File: config.mk
export PLATFORM = sky130hd
export DESIGN_NAME = sd_spi_block_read_engine_unit
export DESIGN_NICKNAME = d
export VERILOG_FILES = /design/src/rtl/core/sdrd_pkg.sv /design/src/rtl/core/sdrd_csr.sv /design/src/rtl/core/sdrd_engine.sv /design/src/rtl/core/sdrd_out_buf.sv /design/src/rtl/core/sd_spi_block_read_engine_unit.sv
export SDC_FILE = /design/constraint.sdc
export NUM_CORES = 1
export LEC_CHECK = 0
export BUFFER_PORTS_ARGS = -buffer_cell sky130_fd_sc_hd__buf_2
export CORE_MARGIN = 5
export CORE_UTILIZATION = 42
export DETAILED_ROUTE_END_ITERATION = 6
export REMOVE_ABC_BUFFERS = 1
export SLEW_MARGIN = 30
export SYNTH_ARGS = -nofsm -noshare
export SYNTH_HDL_FRONTEND = slang
export SYNTH_SLANG_ARGS = --single-unit
File: constraint.sdc
create_clock -name clock -period 7.8 [get_ports clock]
set_clock_uncertainty 0.15 [all_clocks]
set_input_delay 1.17 -clock clock [delete_from_list [all_inputs] [get_ports clock]]
set_output_delay 1.17 -clock clock [all_outputs]
set_load 0.05 [all_outputs]
File: src/rtl/core/sdrd_pkg.sv
// ----------------------------------------------------------------------------
// sdrd_pkg: shared types, constants and CRC helpers
// Phase encoding, status codes, register map and the result record for the
// SD-card SPI single-block read engine.
// ----------------------------------------------------------------------------
package sdrd_pkg;

   localparam int BLOCK_BYTES = 512;
   localparam int TRAIL_BYTES = 8;

   localparam logic [7:0] CMD17_BYTE   = 8'h51;
   localparam logic [7:0] IDLE_BYTE    = 8'hFF;
   localparam logic [7:0] DATA_TOKEN   = 8'hFE;
   localparam logic [7:0] CRC7_POLY    = 8'h89;
   localparam logic [15:0] CRC16_POLY  = 16'h1021;

   localparam logic [15:0] RESP_LIMIT_RESET  = 16'd1000;
   localparam logic [15:0] TOKEN_LIMIT_RESET = 16'd20000;

   localparam logic ACTION_START = 1'b0;
   localparam logic ACTION_BYTE  = 1'b1;

   localparam int CSR_ADDR_WIDTH = 4;
   localparam int CSR_DATA_WIDTH = 32;

   typedef enum logic [1:0] {
      CSR_BLOCK_ADDRESSING = 2'd0,
      CSR_RESPONSE_LIMIT   = 2'd1,
      CSR_TOKEN_LIMIT      = 2'd2
   } csr_index_type;

   typedef enum logic [2:0] {
      ST_OK      = 3'd0,
      ST_NORESP  = 3'd1,
      ST_CARDERR = 3'd2,
      ST_TOKEN   = 3'd3,
      ST_CRC     = 3'd4
   } status_type;

   typedef enum logic [6:0] {
      PH_IDLE  = 7'b0000001,
      PH_CMD   = 7'b0000010,
      PH_R1    = 7'b0000100,
      PH_TOKEN = 7'b0001000,
      PH_DATA  = 7'b0010000,
      PH_CRC   = 7'b0100000,
      PH_TRAIL = 7'b1000000
   } phase_type;

   typedef struct packed {
      logic        block_addressing;
      logic [15:0] response_poll_limit;
      logic [15:0] token_poll_limit;
   } cfg_type;

   typedef struct packed {
      logic [7:0] tx_byte;
      logic       chip_select;
      logic       data_valid;
      logic [7:0] data_byte;
      logic       done_res;
      logic [2:0] status;
      logic [7:0] response_value;
   } rsp_type;

   function automatic logic [7:0] crc7_byte(input logic [7:0] crc, input logic [7:0] data);
      logic [7:0] r;
      r = crc ^ data;
      for (int i = 0; i < 8; i++) begin
         if (r[7]) begin
            r = r ^ CRC7_POLY;
         end
         r = {r[6:0], 1'b0};
      end
      return r;
   endfunction

   function automatic logic [15:0] crc16_byte(input logic [15:0] crc, input logic [7:0] data);
      logic [15:0] r;
      r = crc ^ {data, 8'h00};
      for (int i = 0; i < 8; i++) begin
         if (r[15]) begin
            r = {r[14:0], 1'b0} ^ CRC16_POLY;
         end else begin
            r = {r[14:0], 1'b0};
         end
      end
      return r;
   endfunction

endpackage

File: src/rtl/core/sdrd_csr.sv
// ----------------------------------------------------------------------------
// sdrd_csr: configuration registers
// APB-style register file holding the addressing mode and the two poll limits.
// ----------------------------------------------------------------------------
module sdrd_csr (
   input  logic                                clock,
   input  logic                                reset,
   input  logic                                psel,
   input  logic                                penable,
   input  logic                                pwrite,
   input  logic [sdrd_pkg::CSR_ADDR_WIDTH-1:0] paddr,
   input  logic [sdrd_pkg::CSR_DATA_WIDTH-1:0] pwdata,
   output logic [sdrd_pkg::CSR_DATA_WIDTH-1:0] prdata,
   output logic                                pready,
   output sdrd_pkg::cfg_type                   cfg
);

   logic        block_addr_ff;
   logic [15:0] resp_limit_ff;
   logic [15:0] token_limit_ff;
   logic        wr_en;
   logic [1:0]  index;

   assign pready = 1'b1;
   assign wr_en  = psel && penable && pwrite;
   assign index  = paddr[3:2];

   always_ff @(posedge clock) begin
      if (reset) begin
         block_addr_ff  <= 1'b0;
         resp_limit_ff  <= sdrd_pkg::RESP_LIMIT_RESET;
         token_limit_ff <= sdrd_pkg::TOKEN_LIMIT_RESET;
      end else if (wr_en) begin
         case (index)
            sdrd_pkg::CSR_BLOCK_ADDRESSING: block_addr_ff  <= pwdata[0];
            sdrd_pkg::CSR_RESPONSE_LIMIT:   resp_limit_ff  <= pwdata[15:0];
            sdrd_pkg::CSR_TOKEN_LIMIT:      token_limit_ff <= pwdata[15:0];
            default: ;
         endcase
      end
   end

   always_comb begin
      case (index)
         sdrd_pkg::CSR_BLOCK_ADDRESSING: prdata = {31'd0, block_addr_ff};
         sdrd_pkg::CSR_RESPONSE_LIMIT:   prdata = {16'd0, resp_limit_ff};
         sdrd_pkg::CSR_TOKEN_LIMIT:      prdata = {16'd0, token_limit_ff};
         default:                        prdata = '0;
      endcase
   end

   assign cfg.block_addressing    = block_addr_ff;
   assign cfg.response_poll_limit = resp_limit_ff;
   assign cfg.token_poll_limit    = token_limit_ff;

endmodule

File: src/rtl/core/sdrd_engine.sv
// ----------------------------------------------------------------------------
// sdrd_engine: read sequencer
// Holds the read state; each accepted exchange gives one result unless no read is running.
// ----------------------------------------------------------------------------
module sdrd_engine (
   input  logic              clock,
   input  logic              reset,
   input  sdrd_pkg::cfg_type cfg,
   input  logic              accept,
   input  logic              action,
   input  logic [31:0]       sector_address,
   input  logic [7:0]        rx_byte,
   output logic              res_valid,
   output sdrd_pkg::rsp_type res
);

   sdrd_pkg::phase_type phase_ff, phase_in;
   logic [15:0]         step_ff, step_in;
   logic [7:0]          cmd_crc_ff, cmd_crc_in;
   logic [15:0]         data_crc_ff, data_crc_in;
   logic [31:0]         arg_ff, arg_in;
   logic [7:0]          crc_high_ff, crc_high_in;
   logic [7:0]          resp_seen_ff, resp_seen_in;
   logic [2:0]          result_ff, result_in;

   logic [15:0] step_inc;
   logic [7:0]  arg_byte;
   logic [15:0] crc16_next;
   logic        produce;
   logic [7:0]  tx;
   logic        cs;
   logic        dv;
   logic [7:0]  db;
   logic        done;

   assign step_inc   = step_ff + 16'd1;
   assign crc16_next = sdrd_pkg::crc16_byte(data_crc_ff, rx_byte);

   always_comb begin
      case (step_ff[1:0])
         2'd0:    arg_byte = arg_ff[31:24];
         2'd1:    arg_byte = arg_ff[23:16];
         2'd2:    arg_byte = arg_ff[15:8];
         default: arg_byte = arg_ff[7:0];
      endcase
   end

   always_comb begin
      phase_in     = phase_ff;
      step_in      = step_ff;
      cmd_crc_in   = cmd_crc_ff;
      data_crc_in  = data_crc_ff;
      arg_in       = arg_ff;
      crc_high_in  = crc_high_ff;
      resp_seen_in = resp_seen_ff;
      result_in    = result_ff;
      produce      = 1'b1;
      tx           = sdrd_pkg::IDLE_BYTE;
      cs           = 1'b1;
      dv           = 1'b0;
      db           = 8'd0;
      done         = 1'b0;

      if (!action) begin
         // start: abandon anything running
         arg_in       = cfg.block_addressing ? sector_address : {sector_address[22:0], 9'd0};
         cmd_crc_in   = sdrd_pkg::crc7_byte(8'd0, sdrd_pkg::CMD17_BYTE);
         data_crc_in  = 16'd0;
         crc_high_in  = 8'd0;
         resp_seen_in = sdrd_pkg::IDLE_BYTE;
         result_in    = sdrd_pkg::ST_OK;
         phase_in     = sdrd_pkg::PH_CMD;
         step_in      = 16'd0;
         tx           = sdrd_pkg::CMD17_BYTE;
      end else begin
         case (phase_ff)
            sdrd_pkg::PH_CMD: begin
               if (step_ff < 16'd4) begin
                  cmd_crc_in = sdrd_pkg::crc7_byte(cmd_crc_ff, arg_byte);
                  step_in    = step_inc;
                  tx         = arg_byte;
               end else if (step_ff == 16'd4) begin
                  step_in = 16'd5;
                  tx      = cmd_crc_ff | 8'h01;
               end else begin
                  phase_in = sdrd_pkg::PH_R1;
                  step_in  = 16'd0;
               end
            end
            sdrd_pkg::PH_R1: begin
               step_in = step_inc;
               if (!rx_byte[7]) begin
                  resp_seen_in = rx_byte;
                  if (rx_byte[6:1] != 6'd0) begin
                     result_in = sdrd_pkg::ST_CARDERR;
                     phase_in  = sdrd_pkg::PH_IDLE;
                     step_in   = 16'd0;
                     cs        = 1'b0;
                     done      = 1'b1;
                  end else begin
                     phase_in = sdrd_pkg::PH_TOKEN;
                     step_in  = 16'd0;
                  end
               end else if (step_inc >= cfg.response_poll_limit) begin
                  result_in = sdrd_pkg::ST_NORESP;
                  phase_in  = sdrd_pkg::PH_IDLE;
                  step_in   = 16'd0;
                  cs        = 1'b0;
                  done      = 1'b1;
               end
            end
            sdrd_pkg::PH_TOKEN: begin
               step_in = step_inc;
               if (rx_byte == sdrd_pkg::DATA_TOKEN) begin
                  phase_in    = sdrd_pkg::PH_DATA;
                  step_in     = 16'd0;
                  data_crc_in = 16'd0;
               end else if (step_inc >= cfg.token_poll_limit) begin
                  result_in = sdrd_pkg::ST_TOKEN;
                  step_in   = 16'd0;
                  if (sdrd_pkg::TRAIL_BYTES == 0) begin
                     phase_in = sdrd_pkg::PH_IDLE;
                     cs       = 1'b0;
                     done     = 1'b1;
                  end else begin
                     phase_in = sdrd_pkg::PH_TRAIL;
                  end
               end
            end
            sdrd_pkg::PH_DATA: begin
               data_crc_in = crc16_next;
               step_in     = step_inc;
               if (step_inc >= 16'(sdrd_pkg::BLOCK_BYTES)) begin
                  phase_in = sdrd_pkg::PH_CRC;
                  step_in  = 16'd0;
               end
               dv = 1'b1;
               db = rx_byte;
            end
            sdrd_pkg::PH_CRC: begin
               if (step_ff == 16'd0) begin
                  crc_high_in = rx_byte;
                  step_in     = 16'd1;
               end else begin
                  result_in = ({crc_high_ff, rx_byte} == data_crc_ff) ?
                              sdrd_pkg::ST_OK : sdrd_pkg::ST_CRC;
                  step_in   = 16'd0;
                  if (sdrd_pkg::TRAIL_BYTES == 0) begin
                     phase_in = sdrd_pkg::PH_IDLE;
                     cs       = 1'b0;
                     done     = 1'b1;
                  end else begin
                     phase_in = sdrd_pkg::PH_TRAIL;
                  end
               end
            end
            sdrd_pkg::PH_TRAIL: begin
               step_in = step_inc;
               if (step_inc >= 16'(sdrd_pkg::TRAIL_BYTES)) begin
                  phase_in = sdrd_pkg::PH_IDLE;
                  step_in  = 16'd0;
                  cs       = 1'b0;
                  done     = 1'b1;
               end
            end
            default: begin
               // received byte while idle: drop it
               produce = 1'b0;
            end
         endcase
      end
   end

   always_ff @(posedge clock) begin
      if (reset) begin
         phase_ff     <= sdrd_pkg::PH_IDLE;
         step_ff      <= 16'd0;
         cmd_crc_ff   <= 8'd0;
         data_crc_ff  <= 16'd0;
         arg_ff       <= 32'd0;
         crc_high_ff  <= 8'd0;
         resp_seen_ff <= sdrd_pkg::IDLE_BYTE;
         result_ff    <= sdrd_pkg::ST_OK;
      end else if (accept) begin
         phase_ff     <= phase_in;
         step_ff      <= step_in;
         cmd_crc_ff   <= cmd_crc_in;
         data_crc_ff  <= data_crc_in;
         arg_ff       <= arg_in;
         crc_high_ff  <= crc_high_in;
         resp_seen_ff <= resp_seen_in;
         result_ff    <= result_in;
      end
   end

   assign res_valid          = accept && produce;
   assign res.tx_byte        = tx;
   assign res.chip_select    = cs;
   assign res.data_valid     = dv;
   assign res.data_byte      = db;
   assign res.done_res       = done;
   assign res.status         = result_in;
   assign res.response_value = resp_seen_in;

endmodule

File: src/rtl/core/sdrd_out_buf.sv
// ----------------------------------------------------------------------------
// sdrd_out_buf: result register with skid stage
// Two-entry output buffer so the input side stalls only from a register.
// ----------------------------------------------------------------------------
module sdrd_out_buf (
   input  logic              clock,
   input  logic              reset,
   input  logic              push,
   input  sdrd_pkg::rsp_type push_data,
   output logic              full,
   output logic              out_valid,
   input  logic              out_stall,
   output sdrd_pkg::rsp_type out_data
);

   logic              main_valid_ff;
   logic              skid_valid_ff;
   sdrd_pkg::rsp_type main_ff;
   sdrd_pkg::rsp_type skid_ff;
   logic              pop;

   assign pop = main_valid_ff && !out_stall;

   always_ff @(posedge clock) begin
      if (reset) begin
         main_valid_ff <= 1'b0;
         skid_valid_ff <= 1'b0;
      end else if (skid_valid_ff) begin
         if (pop) begin
            skid_valid_ff <= 1'b0;
         end
      end else if (push) begin
         if (main_valid_ff && !pop) begin
            skid_valid_ff <= 1'b1;
         end else begin
            main_valid_ff <= 1'b1;
         end
      end else if (pop) begin
         main_valid_ff <= 1'b0;
      end
   end

   always_ff @(posedge clock) begin
      if (skid_valid_ff) begin
         if (pop) begin
            main_ff <= skid_ff;
         end
      end else if (push) begin
         if (main_valid_ff && !pop) begin
            skid_ff <= push_data;
         end else begin
            main_ff <= push_data;
         end
      end
   end

   assign full      = skid_valid_ff;
   assign out_valid = main_valid_ff;
   assign out_data  = main_ff;

endmodule

File: src/rtl/core/sd_spi_block_read_engine_unit.sv
// ----------------------------------------------------------------------------
// sd_spi_block_read_engine_unit: SD-card SPI single-block read engine
// Sequences one CMD17 read, one SPI byte exchange per transaction.
// ----------------------------------------------------------------------------
// Usage: send a req_ transaction with req_action low and req_sector_address
// to start a read. Each rsp_ transaction gives the byte to shift out next
// and the chip-select level; feed the byte shifted in back as a req_
// transaction with req_action high. rsp_done_res marks the last response,
// carrying rsp_status and rsp_response_value. A byte sent while no read is
// running produces no response. Block bytes appear with rsp_data_valid.
// The response is registered in the output buffer once the request is accepted.
// Throughput: one transaction per cycle while req_stall is low; the sequencer state updates at
// accept, so consecutive bytes of a read can follow in back-to-back cycles.
// A two-entry output buffer absorbs a stall on rsp_; req_stall rises only
// once both entries are full. Reset (synchronous) empties the buffer,
// returns the sequencer to idle and restores the register defaults.
// Registers on psel/penable/paddr: 0x0 addressing mode, 0x4 response poll
// limit, 0x8 token poll limit.
// ----------------------------------------------------------------------------
module sd_spi_block_read_engine_unit (
   input  logic                                clock,
   input  logic                                reset,
   input  logic                                req_valid,
   output logic                                req_stall,
   input  logic                                req_action,
   input  logic [31:0]                         req_sector_address,
   input  logic [7:0]                          req_rx_byte,
   output logic                                rsp_valid,
   input  logic                                rsp_stall,
   output logic [7:0]                          rsp_tx_byte,
   output logic                                rsp_chip_select,
   output logic                                rsp_data_valid,
   output logic [7:0]                          rsp_data_byte,
   output logic                                rsp_done_res,
   output logic [2:0]                          rsp_status,
   output logic [7:0]                          rsp_response_value,
   input  logic                                psel,
   input  logic                                penable,
   input  logic                                pwrite,
   input  logic [sdrd_pkg::CSR_ADDR_WIDTH-1:0] paddr,
   input  logic [sdrd_pkg::CSR_DATA_WIDTH-1:0] pwdata,
   output logic [sdrd_pkg::CSR_DATA_WIDTH-1:0] prdata,
   output logic                                pready
);

   sdrd_pkg::cfg_type cfg;
   sdrd_pkg::rsp_type res;
   sdrd_pkg::rsp_type out_data;
   logic              res_valid;
   logic              full;
   logic              accept;

   assign req_stall = full;
   assign accept    = req_valid && !full;

   sdrd_csr u_csr (
      .clock   (clock),
      .reset   (reset),
      .psel    (psel),
      .penable (penable),
      .pwrite  (pwrite),
      .paddr   (paddr),
      .pwdata  (pwdata),
      .prdata  (prdata),
      .pready  (pready),
      .cfg     (cfg)
   );

   sdrd_engine u_engine (
      .clock          (clock),
      .reset          (reset),
      .cfg            (cfg),
      .accept         (accept),
      .action         (req_action),
      .sector_address (req_sector_address),
      .rx_byte        (req_rx_byte),
      .res_valid      (res_valid),
      .res            (res)
   );

   sdrd_out_buf u_out_buf (
      .clock     (clock),
      .reset     (reset),
      .push      (res_valid),
      .push_data (res),
      .full      (full),
      .out_valid (rsp_valid),
      .out_stall (rsp_stall),
      .out_data  (out_data)
   );

   assign rsp_tx_byte        = out_data.tx_byte;
   assign rsp_chip_select    = out_data.chip_select;
   assign rsp_data_valid     = out_data.data_valid;
   assign rsp_data_byte      = out_data.data_byte;
   assign rsp_done_res       = out_data.done_res;
   assign rsp_status         = out_data.status;
   assign rsp_response_value = out_data.response_value;

endmodule

* Word-level counts from Yosys, hierarchy flattened *
Cells that the tools add are included.

word-level totals
  RAM bits = 0
  bits in latches = 0
  bits in registers = 193
  memories kept = 0
  bits of input ports = 84
  word-level logic and storage cells = 228
  bits in read-only memories = 0

operators by class
  reduce and logical (&&, ||, !) cells = 28
  shift operators = 0
  multipliers = 0
  divide/modulo/power cells = 0
  $add $sub $neg = 1
  mux-type cells = 117
  magnitude comparators = 5
  eq/ne operators = 30
  bitwise logic cells = 20

operators with widths
  cell                                                                           number
  7-bit two-way mux                                                              31
  16-bit two-way mux                                                             10
  30-bit two-way mux                                                             4
  8-bit two-way mux                                                              15
  13-bit two-way mux                                                             8
  16-bit case mux with 6 select lines                                            1
  16-bit case mux with 3 select lines                                            1
  7-bit case mux with 6 select lines                                             1
  4-bit two-way mux                                                              9
  16-bit >= comparator                                                           2
  32-bit two-way mux                                                             1
  16-bit case mux with 2 select lines                                            1
  3-bit two-way mux                                                              9
  3-bit inverter                                                                 8
  8-bit case mux with 3 select lines                                             1
  1-bit two-way mux                                                              22
  3-bit AND reduction                                                            6
  16-bit by 1-bit adder with 16-bit output, second input constant                1
  16-bit == test                                                                 1
  16-bit by 3-bit == test with 1-bit output, second input constant               1
  16-bit by 10-bit >= comparator with 1-bit output, second input constant        1
  16-bit by 4-bit >= comparator with 1-bit output, second input constant         1
  16-bit logical NOT                                                             1
  16-bit by 3-bit less-than comparator with 1-bit output, second input constant  1
  31 further kinds                                                               64

* Depth between registers and ports, before layout *
Gate-level depths: netlist of the first run.

  depth after elaboration = 43
  gate-level depth with buffers = 17

* Hierarchy *
Synthesis of the first run repeated with hierarchy kept, for this count alone.

second synthesis, totals
  cell total of the unflattened synthesis = 1127
  area, all modules = 10836.6 µm²

by module, submodules not included
  module                         times used  seq. area each (µm²)  cells each  area each (µm²)
  sdrd_engine                    1           1941.9                840         6662.6
  sdrd_out_buf                   1           1841.8                106         2403.6
  sdrd_csr                       1           660.6                 180         1756.7
  sd_spi_block_read_engine_unit  1           0.0                   1           13.8

* Worst setup path after synthesis of the first run *
OpenSTA, ideal clock, no wires.

  path type = input-to-reg
  start point = input port req_action
  end point = register u_out_buf.main_ff, in the netlist u_out_buf.out_data[0], enable pin
  arrival time = 3.151 ns
  setup time = 0.427 ns
  buffers on the path = 1
  path slack = 4.072 ns
  stages = 4
  path through = clkbuf_1 a31oi_1 a21oi_1 a21oi_1

on the way
  longest elaborated chain between the ends = 4

RTL lines
  item                           RTL line                             text
  from (decl)                    sd_spi_block_read_engine_unit.sv:25  input logic req_action,
  1-bit two-way mux              sdrd_engine.sv:64                    if (!action) begin
  1-bit logical AND              sdrd_engine.sv:196                   assign res_valid = accept && produce;
  2-bit nonzero test (no line)   n/a
  3-bit AND reduction (no line)  n/a
  to (signal assigned)           sdrd_out_buf.sv:46                   main_ff <= skid_ff;
  to (signal assigned)           sdrd_out_buf.sv:52                   main_ff <= push_data;
  to (decl)                      sdrd_out_buf.sv:18                   sdrd_pkg::rsp_type main_ff;

Every way passes these cells.
A chain may end at the register's enable or synchronous reset.

* Worst setup path after layout of the first run *
  start point = register u_engine.step_ff[0]
  end point = register u_engine.step_ff[8]

on the way
  longest elaborated chain between the ends = 6
  elaborated cells on any way between the ends = 15
  classes of those cells = 1 x add/sub; 5 x order compare; 9 x mux

RTL lines
  item                                            RTL line                                text
  from (decl)                                     sdrd_engine.sv:18                       logic [15:0] step_ff, step_in;
  from (signal assigned)                          sdrd_engine.sv:186                      step_ff <= step_in;
  16-bit by 1-bit adder with 16-bit output        sdrd_engine.sv:36                       assign step_inc = step_ff + 16'd1;
  16-bit >= comparator, on equally long branches  sdrd_engine.sv:118, sdrd_engine.sv:104
  16-bit two-way mux, on equally long branches    sdrd_engine.sv:118, sdrd_engine.sv:104
  16-bit two-way mux, on equally long branches    sdrd_engine.sv:114, sdrd_engine.sv:92
  16-bit case mux with 6 select lines (*)         sdrd_engine.sv:76                       case (phase_ff)
  16-bit two-way mux (*)                          sdrd_engine.sv:64

Every way passes the cells marked *; elsewhere a longest branch is shown, timed or not.

==> impl_results.md, run 1 <==
- Status: complete, no violations
- Share of cells above drive strength 1: 0.173
- Clk pwr share: 0.404
- Die ar.: approximately 28000 sq um
- Critical path's top delay family: simple AND/OR/NAND/NOR gates
- HP Class: reg -> reg
- Setup TNS: 0 ns
- Arrival time worst endpoint: ~4.7 ns
- CP endpoint kind: register
- Unrepaired setup endpoints after global routing: false
- Worst setup path class: reg -> reg
- Total GRT Usage: 0.180
- Async SR Flop Fraction: 0
- Largest family of logic cells by synthesized area: simple AND/OR/NAND/NOR gates
- Largest net degree at the start of global routing: 79
- Routed len/inst: roughly 16 um
- Max frequency: between 200 and 250 MHz
- Synth top area share: 0.258
- Seq/Total Area, Yosys: 0.434
- Diode count: 0
- Top FF cell, synth: dfxtp_1
- Port bufs: approximately 110
- Initial antenna violation count: 1
- Yosys top cell by area: dfxtp_1
- WL final: ~25000 um
- Post-CTS setup buffer count: 0
- CTS tree: done
- Mean post-synth cell area: about 9.1 sq um
- Post-route ant nets: 0
- Number of buffers created by CTS: 17
- Nets@finish: 1318
- Critical-path maximum fanout: 12
- CTS sink cnt: about 190
- Int Pwr: 1580 uW
- Synth cell types: between 60 and 70
- Core area: 24200 sq um
- Post-synthesis mux area share: 0.0629
- Die width: about 170 um
- Top-count cell post-synth: nand2_1
- Worst path buffer plus inverter count: 0
- Post_cts resized: 0
- LEAKAGE: approximately 0.0045 uW
- Worst VDD drop: 0.145 mV
- Final hold vios: 0
- RD Place Congestion: ~0.87
- Yosys reg bits: between 150 and 200
- CTS clock-pin slew for the worst setup and hold paths: ~0.08 ns
- Initial Util: 0.423
- H-tree levels: 4
- Tot Pwr: ~2200 uW
- Simple-gate area share of the yosys netlist: 0.178
- Finished Layout Cells: between 1500 and 2000
- Period utilization: 0.582
- Maxcap violations: 0
- Placed insts: between 1500 and 2000
- Worst slew pin tran: 0.921 ns
- Commonest cells post-synth: 141 x nand2_1, 132 x dfxtp_1, 89 x nor2_1
- Post-synth EDFFs: 60
- CTS root buffer: clkbuf_16
- Seq pwr share: 0.478
- Ranking of synthesized cells by area: dfxtp_1 26%, edfxtp_1 18%, nand2_1 5.2%, ha_1 4.4%, a21oi_1 3.9%
- Critical path, cell by cell: ha_1 > nand3_4 > nor3_1 > xor2_1 > ha_1 > nand2_1 > nor2_1 > nand4_1 > a211o_1 > and4_1 > or2_1 > o31ai_1 > a21oi_1 > a21o_1
- Total gr overflow: 0
- I/O pin count: ~150
- Most used cell, CP: ha_1
- Crit path largest cell delay: around 0.63 ns
- CTS Hold Bufs: 0
- Total number of vias: 8261
- Syn Inst Count: around 1100
- DRC Markers: 0
- Switching power: about 660 uW
- Hpwl dp: 17700 um
- Vias/cell: about 5.4
- Bufs on Longest Clock Path: 2
- Die H: between 150 and 200 um
- Post-Synth XOR/XNOR Area: 0.0633
- TritonRoute pass-1 iters: 6
- Switching share of power: 0.294
- Combinational share of power: 0.118
- Data required time of the worst path: approximately 8.0 ns
- Max-slew violations: 0
- Final Setup Violations: 0
- Slowest CP cell: o31ai_1
- Adder-Cell Fraction of Synth Area: 0.0451
- Layout area overhead: 13.7%
- Synth Area in Compound Gates: 0.155
- Row cnt: 57
- Final min period: between 4 and 5 ns
- Vias in the first global route: a little under 8000
- Startpoint types: register
- Yosys warning count: 0
- Relative slew slack: 0.386
- Synthesized cell area: between 10000 and 15000 sq um
- 1st-iter DRT viols: around 640
- Worst-skew pair later-pin latency: around 0.44 ns
- First-pass GRT wire length: between 40000 and 50000 um
- Power Dens Cells: between 150 and 200 nW/um^2
==> flip-flops by register name (all words and copies together) (netlist names) <==
register	count
u_csr.block_addr_ff	1
u_csr.resp_limit_ff	16
u_csr.token_limit_ff	16
u_engine.arg_ff	32
u_engine.cmd_crc_ff	7
u_engine.crc_high_ff	8
u_engine.data_crc_ff	16
u_engine.phase_ff	7
u_engine.resp_seen_ff	8
u_engine.result_ff	3
u_engine.step_ff	16
u_out_buf.full	1
u_out_buf.out_data	30
u_out_buf.out_valid	1
u_out_buf.skid_ff	30
==> power groups by stage <==
| stage | clock (uW) | sequential (uW) | combinational [uW] |
|---|---|---|---|
| finish | 906 | 1070 | 264 |
| detailed placement | 0 | 1090 | 262 |
| floorplan | 0 | 1120 | 147 |
| global placement | 0 | 1090 | 257 |
| global route | 972 | 1070 | 286 |
| CTS | 928 | 1070 | 264 |
==> tightest hold or removal path, cell delays in order (launching register included) <==
cell and delay, ns:
dfxtp_1 0.31, nand2_1 0.05, a21oi_1 0.05
==> metrics by stage <==
step / cell area, sq um / hold WS (ns) / util / setup WS [ns]
after floorplan: 9860 / 0.275 / - / 3.92
after global placement: 11000 / 0.288 / 0.453 / 3.33
after detailed placement: 11000 / 0.295 / 0.455 / 3.27
after CTS: 11600 / 0.305 / 0.481 / 3.25
after global routing: 11600 / 0.336 / 0.481 / 2.92
final: 11600 / 0.305 / 0.481 / 3.26
==> logic make-up after synthesis <==
kind of cell               count (synthesis)
AOI/OAI and AO/OA                        237
xor gates and xnor gates                  74
adders and majority gates                 37
buffers and inverters                    145
DFF                                      192
muxes                                     61
other                                      2
and+or+nand+nor                          380
==> path summary, 6_finish.rpt <==
path,start,slack [ns],cells after the start,end
setup / recovery,u_engine.step_ff[0]$_SDFFE_PP0P_,3.26,14,u_engine.step_ff[8]$_SDFFE_PP0P_
hold reg to reg,u_engine.arg_ff[1]$_SDFFE_PP0P_,0.30,2,u_engine.arg_ff[1]$_SDFFE_PP0P_
setup reg to reg,u_engine.step_ff[0]$_SDFFE_PP0P_,3.26,14,u_engine.step_ff[8]$_SDFFE_PP0P_
hold / removal,u_engine.arg_ff[1]$_SDFFE_PP0P_,0.30,2,u_engine.arg_ff[1]$_SDFFE_PP0P_
==> final cells by class <==
type,instances,area (sq um)
Fill cell,2332,12500
Inverter,53,199
Multi-Input combinational cell,806,5250
Timing Repair Buffer,128,709
Clock inverter,15,201
Sequential cell,192,4440
Tap cell,324,405
Clock buffer,17,425
==> layout by cell type (no fill, tap or decap), types with 13 or more instances in the layout <==
master,instances
nand2_1,141
dfxtp_1,132
buf_2,113
nor2_1,87
a21oi_1,78
edfxtp_1,60
inv_1,53
nand3_1,48
xor2_1,37
xnor2_1,37
ha_1,36
mux2i_1,35
o21ai_0,31
mux2_2,26
a211oi_1,26
nor3_1,25
a22o_1,23
conb_1,17
clkbuf_16,17
o211ai_1,15
and3_1,13
==> layer usage <==
layer	wire [um]	global-route usage	vias up
met2	11400	0.281	249
met1	12000	0.256	3850
met3	1480	0.0345	31
met5	13	0	-
li1	-	-	4129
met4	357	0.0506	2
Note: power is estimated with default switching activity, not from simulation.
==> run 2: changes to the inputs <==
- clock period: 7.8 -> 3.8 ns (I/O delays scaled with it)
==> impl_results.md, run 2 (synthesis results as in run 1) <==
- Vias in the first global route: 8079 (+3.1%)
- Nets@finish: 1381 (+4.8%)
- Commonest non-fill, non-tap cell in the layout: nand2_1
- CTS sink cnt: 192 (unchanged)
- Total gr overflow: 0 (unchanged)
- Bufs on Longest Clock Path: 2 (unchanged)
- Relative slew slack: 0.458 (+0.0721)
- Total GRT Usage: 0.184 (+0.00351)
- Worst slew pin tran: 0.813 ns (-0.108 ns)
- Most used cell, CP: a22o_1
- Hpwl dp: 18800 um (+5.9%)
- Routed len/inst: 16.5 um (+0.22%)
- Worst setup path class: reg -> reg
- H-tree levels: 4 (unchanged)
- WL final: 26400 um (+4.3%)
- Power Dens Cells: 375 nW/um^2 (+95%)
- Total number of vias: 8517 (+3.1%)
- CTS Hold Bufs: 0 (unchanged)
- Number of buffers created by CTS: 17 (unchanged)
- Critical path, cell by cell: nand4_4 > nor4_4 > xnor2_2 > inv_2 > ha_4 > nand2_2 > nor2_4 > nand4_1 > a211o_1 > and4_4 > nand2b_4 > or3_4 > a22o_1 > a22o_1
- CTS root buffer: clkbuf_16
- Max frequency: 270 MHz (+23%)
- Status: complete, no violations
- Setup TNS: 0 ns (unchanged)
- Final core occ: 0.510 (+0.0283)
- CP endpoint kind: register
- Arrival time worst endpoint: 3.89 ns (-0.84 ns)
- Final hold vios: 0 (unchanged)
- RD Place Congestion: 0.893 (+2.7%)
- 1st-iter DRT viols: 481 (-24%)
- Critical-path maximum fanout: 6 (-6)
- Final worst slack: 0.0987 ns (-3.16 ns)
- I/O pin count: 149 (unchanged)
- Data required time of the worst path: 3.99 ns (-4.00 ns)
- CTS tree: done
- Maxcap violations: 0 (unchanged)
- Fillers: 2285 (-2.0%)
- Port bufs: 113 (unchanged)
- Largest net degree at the start of global routing: 72 (-8.9%)
- DRC Markers: 0 (unchanged)
- Die ar.: 27600 sq um (unchanged)
- R2r setup slk: 0.1 ns (-3.16 ns)
- Slowest CP cell: dfxtp_4
- LEAKAGE: 0.00488 uW (+7.7%)
- Initial Util: 0.423 (unchanged)
- First-pass GRT wire length: 41900 um (+1.1%)
- CTS clock-pin slew for the worst setup and hold paths: 0.08 ns (about the same)
- Share of cells above drive strength 1: 0.245 (+0.0723)
- Layout area overhead: 20.4%
- Diode count: 0 (unchanged)
- Worst VDD drop: 0.278 mV (+92%)
- Worst-skew pair later-pin latency: 0.44 ns (about the same)
- Period utilization: 0.974 (+0.392)
- TritonRoute pass-1 iters: 5 (-1)
- Crit path largest cell delay: 0.40 ns (-0.23 ns)
- HP Class: in -> reg
- Most frequent cells in the layout: 139 x nand2_1, 121 x dfxtp_1, 113 x buf_2
- Reg with most FFs: u_engine.arg_ff
- Die H: 166 um (unchanged)
- Worst path buffer plus inverter count: 1 (+1)
- Max FFs per register: 32 (unchanged)
- Critical path's top delay family: simple AND/OR/NAND/NOR gates
- Final min period: 3.70 ns (-0.837 ns)
- Row cnt: 57 (unchanged)
- Core area: 24200 sq um (unchanged)
- Vias/cell: 5.33 (-0.97%)
- Post-route ant nets: 0 (unchanged)
- Die width: 166 um (unchanged)
- Initial antenna violation count: 0 (-1)
- Startpoint types: register
- Worst slack, placed: -0.0907 ns (-3.36 ns)
- Max-slew violations: 0 (unchanged)
- Final Setup Violations: 0 (unchanged)
[run 2: tightest hold or removal path: stages]
cell	delay, ns
buf_2	0.09
nand2_1	0.04
nand3_1	0.06
[run 2: where the power goes]
group / internal (uW) / switching, uW / leakage [uW]
Sequential: 2160 / 30.5 / 0.00164
Combinational: 179 / 375 / 0.00294
Clock: 912 / 962 / 0.000293
Total: 3250 / 1370 / 0.00488
[run 2: area by class of cell]
| type | instances | area (sq um) | area share |
|---|---|---|---|
| multi-input cells | 806 | 5460 | 0.443 |
| flip-flops and latches | 192 | 4470 | 0.363 |
| repair buffers | 191 | 1180 | 0.0955 |
| clock buffers | 17 | 425 | 0.0345 |
| well taps | 324 | 405 | 0.0329 |
| inverters | 53 | 199 | 0.0161 |
| clock inverters | 15 | 191 | 0.0155 |
[run 2: worst paths after layout]
path | to | cells past startpoint | startpoint
hold / removal | u_csr.token_limit_ff[10]$_SDFFE_PP1P_ | 3 | pwdata[10]
setup / recovery | u_engine.phase_ff[6]$_SDFFE_PP0P_ | 14 | u_engine.step_ff[0]$_SDFFE_PP0P_
hold reg to reg | u_engine.arg_ff[2]$_SDFFE_PP0P_ | 2 | u_engine.arg_ff[2]$_SDFFE_PP0P_
setup reg to reg | u_engine.phase_ff[6]$_SDFFE_PP0P_ | 14 | u_engine.step_ff[0]$_SDFFE_PP0P_
[run 2: repair_timing]
| action | CTS | global route |
|---|---|---|
| gates resized for setup | 10 | 46 |
| setup buffers | 0 | 6 |
| pin swaps | 0 | 20 |
| endpoints found under the setup margin | 20 | 29 |
[run 2: through the flow]
stage	instance area (sq um)	power [uW]	cells	hold WS (ns)
after CTS	12100	4660	1593	0.198
after global routing	12300	4780	1598	0.221
final	12300	4620	1598	0.203
after detailed placement	11400	2790	1561	0.295
after floorplan	9860	2600	1051	0.275
after global placement	11400	2780	1561	0.289
[run 2: per-layer routing]
layer,track usage,vias up,wire length [um]
met3,0.0333,20,1120
li1,-,4257,-
met1,0.256,4049,12700
met2,0.295,191,12300
met4,0.0484,0,273
met5,0,-,0
